<file path="src/hdl/bfc_pkg.sv">
// Shared types, constants and the CRC16-Modbus byte update for the frame checker.
package bfc_pkg;

  localparam int unsigned MAX_PAYLOAD_DEF = 256;

  localparam logic [16:0] MIN_FRAME   = 17'd10;
  localparam logic [15:0] CRC_INIT    = 16'hFFFF;
  localparam logic [15:0] CRC_POLY    = 16'hA001;
  localparam logic [31:0] END_ADDRESS = 32'hFFFF_FFFF;
  localparam logic [15:0] COUNT_MAX   = 16'hFFFF;
  localparam logic [7:0]  PAD_BYTE    = 8'hFF;

  // Verdict codes
  localparam logic [2:0] ST_NONE = 3'd0;
  localparam logic [2:0] ST_OK   = 3'd1;
  localparam logic [2:0] ST_LEN  = 3'd2;
  localparam logic [2:0] ST_CRC  = 3'd3;
  localparam logic [2:0] ST_ADDR = 3'd4;
  localparam logic [2:0] ST_DONE = 3'd5;

  localparam logic KIND_WRITE   = 1'b0;
  localparam logic KIND_VERDICT = 1'b1;

  // Configuration register indexes
  localparam int unsigned CFG_IDX_W = 2;
  localparam logic [CFG_IDX_W-1:0] CFG_APP_START     = 2'd0;
  localparam logic [CFG_IDX_W-1:0] CFG_FLASH_END     = 2'd1;
  localparam logic [CFG_IDX_W-1:0] CFG_HEADER_FIRST  = 2'd2;
  localparam logic [CFG_IDX_W-1:0] CFG_HEADER_SECOND = 2'd3;
  localparam int unsigned CFG_DATA_W = 33;

  localparam logic [31:0] APP_START_RST     = 32'd134234112;
  localparam logic [32:0] FLASH_END_RST     = 33'd134742016;
  localparam logic [7:0]  HEADER_FIRST_RST  = 8'h55;
  localparam logic [7:0]  HEADER_SECOND_RST = 8'hAA;

  typedef struct packed {
    logic [7:0] data_byte;
    logic       frame_end;
  } in_t;

  typedef struct packed {
    logic        result_kind;
    logic [31:0] write_address;
    logic [63:0] write_data;
    logic [2:0]  status;
    logic        last;
  } out_t;

  // Per-frame state kept by the receive side
  typedef struct packed {
    logic [15:0] count;
    logic        hdr_bad;
    logic [15:0] length;
    logic [31:0] address;
    logic [15:0] crc;
    logic [15:0] rx_crc;
  } frame_t;

  function automatic logic [15:0] crc_feed(input logic [15:0] crc, input logic [7:0] b);
    logic [15:0] c;
    c = crc ^ {8'h00, b};
    for (int k = 0; k < 8; k++) begin
      c = c[0] ? ((c >> 1) ^ CRC_POLY) : (c >> 1);
    end
    return c;
  endfunction

endpackage

</file>
<file path="src/hdl/bfc_rx.sv">
// Receive side: header check, length and address capture, running CRC, store writes.
module bfc_rx #(
  parameter int unsigned MAX_PAYLOAD = bfc_pkg::MAX_PAYLOAD_DEF,
  localparam int unsigned AW = $clog2(MAX_PAYLOAD)
) (
  input  logic              clk_i,
  input  logic              rst_ni,
  input  logic              accept_i,
  input  logic [7:0]        byte_i,
  input  logic [7:0]        hdr_first_i,
  input  logic [7:0]        hdr_second_i,
  input  logic              clear_i,
  output bfc_pkg::frame_t   frame_o,
  output logic              st_we_o,
  output logic [AW-1:0]     st_addr_o,
  output logic [7:0]        st_data_o
);

  logic [15:0] count_q, count_d;
  logic        hdr_bad_q, hdr_bad_d;
  logic [15:0] len_q, len_d;
  logic [31:0] addr_q, addr_d;
  logic [15:0] crc_q, crc_d;
  logic [15:0] rx_crc_q, rx_crc_d;

  logic [15:0] idx;
  logic [15:0] len_cur;
  logic [16:0] idx17;
  logic [16:0] crc_pos;
  logic [15:0] st_idx;
  logic        in_body;
  logic        st_hit;

  assign idx     = count_q;
  assign idx17   = {1'b0, idx};
  assign st_idx  = idx - 16'd8;

  always_comb begin
    len_cur = len_q;
    if (idx == 16'd2) begin
      len_cur[7:0] = byte_i;
    end
    if (idx == 16'd3) begin
      len_cur[15:8] = byte_i;
    end
  end

  // Position of the first received CRC byte: 8 plus payload length
  assign crc_pos = {1'b0, len_cur} + 17'd8;
  assign in_body = (idx >= 16'd2) && (idx17 < crc_pos);
  assign st_hit  = (idx >= 16'd8) && (idx17 < crc_pos) && (st_idx < 16'(MAX_PAYLOAD));

  assign st_we_o   = accept_i && !clear_i && (idx != bfc_pkg::COUNT_MAX) && st_hit;
  assign st_addr_o = st_idx[AW-1:0];
  assign st_data_o = byte_i;

  always_comb begin
    count_d   = count_q;
    hdr_bad_d = hdr_bad_q;
    len_d     = len_q;
    addr_d    = addr_q;
    crc_d     = crc_q;
    rx_crc_d  = rx_crc_q;
    if (clear_i) begin
      count_d   = '0;
      hdr_bad_d = 1'b0;
      len_d     = '0;
      addr_d    = '0;
      crc_d     = bfc_pkg::CRC_INIT;
      rx_crc_d  = '0;
    end else if (accept_i) begin
      if ((idx == 16'd0 && byte_i != hdr_first_i) ||
          (idx == 16'd1 && byte_i != hdr_second_i)) begin
        hdr_bad_d = 1'b1;
      end
      len_d = len_cur;
      if (idx[15:2] == 14'd1) begin
        addr_d[8*idx[1:0] +: 8] = byte_i;
      end
      // Saturated count: bytes past the limit leave the frame state alone
      if (idx != bfc_pkg::COUNT_MAX) begin
        if (in_body) begin
          crc_d = bfc_pkg::crc_feed(crc_q, byte_i);
        end
        if (idx17 == crc_pos) begin
          rx_crc_d[7:0] = byte_i;
        end
        if (idx17 == crc_pos + 17'd1) begin
          rx_crc_d[15:8] = byte_i;
        end
        count_d = idx + 16'd1;
      end
    end
  end

  always_ff @(posedge clk_i or negedge rst_ni) begin
    if (!rst_ni) begin
      count_q   <= '0;
      hdr_bad_q <= 1'b0;
      len_q     <= '0;
      addr_q    <= '0;
      crc_q     <= bfc_pkg::CRC_INIT;
      rx_crc_q  <= '0;
    end else begin
      count_q   <= count_d;
      hdr_bad_q <= hdr_bad_d;
      len_q     <= len_d;
      addr_q    <= addr_d;
      crc_q     <= crc_d;
      rx_crc_q  <= rx_crc_d;
    end
  end

  always_comb begin
    frame_o.count   = count_q;
    frame_o.hdr_bad = hdr_bad_q;
    frame_o.length  = len_q;
    frame_o.address = addr_q;
    frame_o.crc     = crc_q;
    frame_o.rx_crc  = rx_crc_q;
  end

endmodule

</file>
<file path="config.mk">
export PLATFORM = sky130hd
export DESIGN_NAME = bfc_rx
export DESIGN_NICKNAME = d
export VERILOG_FILES = /design/src/hdl/bfc_pkg.sv /design/src/hdl/bfc_rx.sv
export SDC_FILE = /design/constraint.sdc
export NUM_CORES = 1
export LEC_CHECK = 0
export ABC_CLOCK_PERIOD_IN_PS = 5300
export BUFFER_PORTS_ARGS = -buffer_cell sky130_fd_sc_hd__buf_4
export CAP_MARGIN = 20
export CORE_UTILIZATION = 51
export CTS_CLUSTER_DIAMETER = 40
export DETAILED_ROUTE_END_ITERATION = 10
export HOLD_SLACK_MARGIN = 0.05
export PLACE_DENSITY = 0.78
export SYNTH_ARGS = -nofsm -noshare
export SYNTH_HDL_FRONTEND = slang
export SYNTH_SLANG_ARGS = --single-unit
</file>
<file path="constraint.sdc">
create_clock -name clk_i -period 5.3 [get_ports clk_i]
set_clock_uncertainty 0.15 [all_clocks]
set_input_delay 0.265 -clock clk_i [delete_from_list [all_inputs] [get_ports clk_i]]
set_output_delay 0.265 -clock clk_i [all_outputs]
set_load 0.005 [all_outputs]
</file>
Word-level counts from Yosys, hierarchy flattened
Index checks and enable logic that the tools add are counted.
- flip-flop bits (word level): 97
- logic and storage cells: 91
- input port bits: 28
- order comparisons: 4
- bitwise logic cells: 9
- equal/unequal tests: 9
- muxes and demuxes: 31
- reductions and logical operators: 24
- shifts and indexed selects: 2
- add/subtract/negate cells: 5
- operators by type and width (operator ; count):
    $mux 16 ; 20
    $mux 32 ; 3
    $eq 16x17->1 ; 2
    $neg 5->34 ; 1
    $shift 8x34->32 const A ; 1
    $shiftx 8x34->32 ; 1
    $bwmux 32 ; 1
    $eq 16x2->1 const B ; 2
    $mux 8 ; 4
    $not 2->3 ; 8
    $add 16x4->17 const B ; 1
    $add 17x1->17 const B ; 1
    $lt 16x17->1 ; 1
    $add 16x1->16 const B ; 1
    $eq 16x1->1 const B ; 1
    $ge 16x2->1 const B ; 1
    $ge 16x4->1 const B ; 1
    $logic_not 16->1 ; 1
    $lt 16x9->1 const B ; 1
    $ne 16x16->1 const B ; 1
    $ne 8x8->1 ; 2
    $sub 16x4->16 const B ; 1
    $xor 16x8->16 ; 1
    $eq 14x1->1 const B ; 1
    7 further kinds ; 26

Longest topological paths before layout
- depth after elaboration: 21
- mapped depth: 25

Least setup slack after synthesis
OpenSTA, ideal clock, no wires.
- path type: flip-flop to flip-flop
- from: reg count_q[0]
- to: reg crc_q[0]
- arrival time: 5.393 ns
- stages on the path, launching flop included: 25
- period minus slack after synthesis: 5.633 ns
- setup slack: -0.333 ns
- cells stage by stage: dfrtp_1 -> inv_1 -> ha_1 -> nor4b_2 -> nand4_4 -> buf_6 -> clkbuf_1 -> mux2i_1 -> inv_1 -> ha_1 -> buf_1 -> inv_1 -> nor3_1 -> mux2i_1 -> xor2_1 -> mux2_4 -> ha_1 -> and4_1 -> a221o_1 -> a21oi_1 -> o21ai_0 -> a21oi_1 -> clkbuf_1 -> mux2i_1 -> nand2_1
- cells in the longest elaborated chain, start to end: 7
- elaborated cells on any way between the ends: 12
- those cells by class: add/sub (1); order compare (2); eq/ne (3); mux (2); reduce/logical (4)
- ends and longest elaborated chain (element ; line ; text):
    start, declared ; bfc_rx.sv:19 ; logic [15:0] count_q, count_d;
    start signal, assigned ; bfc_rx.sv:105 ; count_q <= count_d;
    $eq 16x2->1, on equally long branches ; bfc_rx.sv:40, bfc_rx.sv:43 ;
    $mux 8, on equally long branches ; bfc_rx.sv:40, bfc_rx.sv:43 ;
    $add 16x4->17 ; bfc_rx.sv:49 ; assign crc_pos = {1'b0, len_cur} + 17'd8;
    $lt 16x17->1 ; bfc_rx.sv:50 ; assign in_body = (idx >= 16'd2) && (idx17 < crc_pos);
    $logic_and 1x1->1 ; bfc_rx.sv:50 ;
    $reduce_bool 2->1 (no source line) ; - ;
    $reduce_and 3->1 (no source line) (*) ; - ;
    end signal, assigned ; bfc_rx.sv:102 ; crc_q <= bfc_pkg::CRC_INIT;
    end signal, assigned ; bfc_rx.sv:109 ; crc_q <= crc_d;
    end, declared ; bfc_rx.sv:23 ; logic [15:0] crc_q, crc_d;
Every way passes the cells marked *; elsewhere a longest branch is shown, timed or not.
A chain may end at the register's enable or synchronous reset.

Final worst setup path
- from: reg count_q[0]
- to: out st_we_o
- cells in the longest elaborated chain, start to end: 7
- elaborated cells on any way between the ends: 14
- those cells by class: add/sub (2); order compare (3); eq/ne (3); mux (2); reduce/logical (4)
- ends and longest elaborated chain (element ; line ; text):
    $eq 16x2->1, on equally long branches ; bfc_rx.sv:40, bfc_rx.sv:43 ;
    $mux 8, on equally long branches ; bfc_rx.sv:40, bfc_rx.sv:43 ;
    $add 16x4->17 ; bfc_rx.sv:49 ;
    $lt 16x17->1 ; bfc_rx.sv:51 ; assign st_hit = (idx >= 16'd8) && (idx17 < crc_pos) && (st_idx < 16'(MAX_PAYLOAD));
    $logic_and 1x1->1 (2 in a row) ; bfc_rx.sv:51 ;
    $logic_and 1x1->1 (*) ; bfc_rx.sv:53 ; assign st_we_o = accept_i && !clear_i && (idx != bfc_pkg::COUNT_MAX) && st_hit;
    end, declared ; bfc_rx.sv:14 ; output logic st_we_o,
Marks and branches as above.

==> summary.md <==
| Metric | Value |
|---|---|
| DRT Pass-1 Iters | 5 |
| DR vias/cell | 5.76 |
| WL met3 | 1830 um |
| Number of synthesized flops with an enable pin | 0 |
| Switching Share | 30.4% |
| VDD IR max | 155 uV |
| Multi-input gate area | 0.00408 mm^2 |
| Starting Density | 52.6% |
| 1st-iter DRT viols | 442 |
| Ant. Diodes | 0 |
| Synth Instances | 767 |
| Root buffer cell | clkbuf_16 |
| Worst-margin pin slew | 0.994 ns |
| Max Slew Vio Count | 0 |
| Routed WL per cell | 18.5 um |
| Chip height | 119 um |
| Synthesized area per cell | 9.11 um^2 |
| Io pins | 142 |
| Internal cell power | 0.00126 W |
| Final Net Count | 940 |
| Asr flop ratio synth | 100% |
| Synthesized Nets | 822 |
| First-pass GRT wire length | 31500 um |
| Worst-Skew Late Latency | 0.36 ns |
| Initial antenna violation count | 0 |
| Critical Path RT | 4.89 ns |
| CTS tree | yes |
| Crit end category | primary output |
| Sequential share of the synthesized area | 35.0% |
| Switching Power | 0.000550 W |
| Reg power frac | 43.7% |
| Gr ovfl total | 0 |
| WS Path Type | reg2out |
| Highest routed layer | met4 |
| IO Port Bufs | 141 |
| Max cap viols | 0 |
| Setup tns final | 0 ns |
| Total power | 0.00181 W |
| Final core utilization | 63.1% |
| Overall routing resource usage | 28.6% |
| Post-DP HPWL | 13900 um |
| Htree depth | 3 |
| Combinational share of power | 20.8% |
| Most common cell after layout, fill and taps aside | buf_4 |
| Post-Layout Cell Count | 1066 |
| DRT antenna net count | 0 |
| Clock transition at the registers of the reported paths | 0.07 ns |
| Period utilisation layout | 95.5% |
| Register area | 0.00245 mm^2 |
| Drt total wl | 19800 um |
| Leakage | 3.86 nW |
| Most frequent cells in the layout | 169 x buf_4, 118 x nand2_1, 81 x dfrtp_1 |
| Clock Tree Buf Depth | 2 |
| Final Hold Fails | 0 |
| Ys flop type | dfrtp_1 |
| Die area | 0.0142 mm^2 |
| Layout cells sized above 1 | 26.4% |
| Final Setup Violations | 0 |
| DRT met1 WL | 8090 um |
| Post-Syn Area | 0.00699 mm^2 |
| Routed via count | 6143 |
| Fill count | 1106 |
| Yosys cell types | 77 |
| Clock power share | 35.5% |
| CP Max Fanout | 9 |
| Dpl cells | 1047 |
| Slew margin rel. | 33.7% |
| Status | finished clean |
| Fmax | 198 MHz |
| Remaining DRCs | 0 |
| Number of global-route vias before repair | 5902 |
| Placer Congestion | 0.885 |
| Num CTS Buffers | 9 |
| Clk sink count | 97 |
| Slack of the critical path | 0.240 ns |
| Die W | 119 um |
| Metal2 WL | 9380 um |
| Pin count of the biggest net entering global routing | 71 |
| Synthesis-to-layout area growth | 20.1% |
| Place WS | 0.0547 ns |
| Site Rows | 42 |
| Crit path time final | 5.06 ns |
| Hold Path Class | in2reg |
| YS warnings | 0 |
| CORE AREA | 0.0133 mm^2 |
| Number of synthesized register bits | 97 |
| Pwr Density | 216 mW/mm^2 |
| Crit path arrival time | 4.64 ns |
| Critical path startpoint category | flip-flop |
[critical path, stage by stage, from the launching register on]
cell,delay [ns]
dfrtp_1,0.38
inv_2,0.11
ha_1,0.18
nor4b_4,0.29
and4_4,0.28
nand2_1,0.10
nand2_2,0.14
ha_4,0.21
and4_4,0.26
nand2_1,0.06
mux2i_1,0.18
xnor2_1,0.11
mux2i_2,0.17
inv_1,0.10
ha_1,0.19
a21o_1,0.18
a21o_1,0.17
a221o_1,0.29
a21oi_1,0.15
o21ai_1,0.10
and2_0,0.18
a2111oi_2,0.27
buf_4,0.18
[cell usage after synthesis, types with 8 or more instances]
| cell type | n | area (um^2) |
|---|---|---|
| nand3_1 | 30 | 150 |
| clkbuf_8 | 9 | 124 |
| nand2_1 | 119 | 447 |
| xnor2_1 | 61 | 534 |
| dfstp_2 | 16 | 420 |
| buf_4 | 14 | 105 |
| a21oi_1 | 26 | 130 |
| dfrtp_1 | 81 | 2030 |
| nor2_1 | 59 | 221 |
| nand4_1 | 17 | 106 |
| mux2i_1 | 48 | 480 |
| nor3_1 | 15 | 75.1 |
| a22o_1 | 8 | 70.1 |
| ha_1 | 27 | 338 |
| o21ai_0 | 39 | 195 |
| xor2_1 | 36 | 315 |
| clkbuf_1 | 26 | 97.6 |
| and3_1 | 8 | 50.1 |
| inv_1 | 18 | 67.6 |
[power groups by stage]
stage	clock network [W]	registers, W	logic [W]
2_1_floorplan	0	0.000801	0.000240
3_3_place_gp	0	0.000803	0.000359
3_5_place_dp	0	0.000802	0.000368
4_1_cts	0.000658	0.000789	0.000373
5_1_grt	0.000692	0.000793	0.000409
6_report	0.000642	0.000791	0.000377
[logic make-up after synthesis]
family / share of synthesized area (%)
buffers and inverters: 7.39
muxes: 7.84
AOI/OAI and AO/OA: 10.2
DFF: 35.0
xor gates and xnor gates: 12.4
adders and majority gates: 4.83
and+or+nand+nor: 22.3
[final timing paths]
check	start	to	slack (ns)	cells past startpoint
setup / recovery	count_q[0]$_DFFE_PN0P_	st_we_o	0.24	22
hold / removal	byte_i[4]	addr_q[12]$_DFFE_PN0P_	0.14	3
setup reg to reg	count_q[0]$_DFFE_PN0P_	rx_crc_q[9]$_DFFE_PN0P_	0.55	17
hold reg to reg	addr_q[28]$_DFFE_PN0P_	addr_q[28]$_DFFE_PN0P_	0.34	2
max in group asynchronous	rst_ni	len_q[1]$_DFFE_PN0P_	3.60	3
min in group asynchronous	rst_ni	count_q[7]$_DFFE_PN0P_	0.21	2
[per-stage QoR]
| step | cell area, um^2 | hold slack, ns |
|---|---|---|
| after floorplan | 7000 | -0.181 |
| after global placement | 8020 | 0.0569 |
| after detailed placement | 8030 | 0.0632 |
| after CTS | 8360 | 0.120 |
| final | 8390 | 0.138 |
| after global routing | 8390 | 0.123 |
[per-layer routing]
layer | up-vias | track usage (%)
met5 | - | 0
met2 | 259 | 46.1
met1 | 2966 | 36.9
met4 | 0 | 10.6
met3 | 36 | 7.28
li1 | 2882 | -
[area by class of cell]
type | count | area share, %
inverter | 18 | 0.805
sequential | 97 | 29.2
clock buffer | 10 | 2.73
tap | 176 | 2.62
clock inverter | 6 | 0.745
multi-input combinational | 588 | 48.6
timing repair buffer | 171 | 15.4
[repair_timing]
item,4_1_cts,5_1_grt
hold buffers,1,0
hold endpoints to repair,27,0
resized for setup,5,9
pin swaps,0,2
endpoints found under the setup margin,1,1
buffers inserted,0,2
[registers in the layout, indices dropped and copies added (netlist names)]
name / cells
count_q: 16
crc_q: 16
hdr_bad_q: 1
rx_crc_q: 16
addr_q: 32
len_q: 16
No activity file was read; power rests on OpenSTA's default activity.
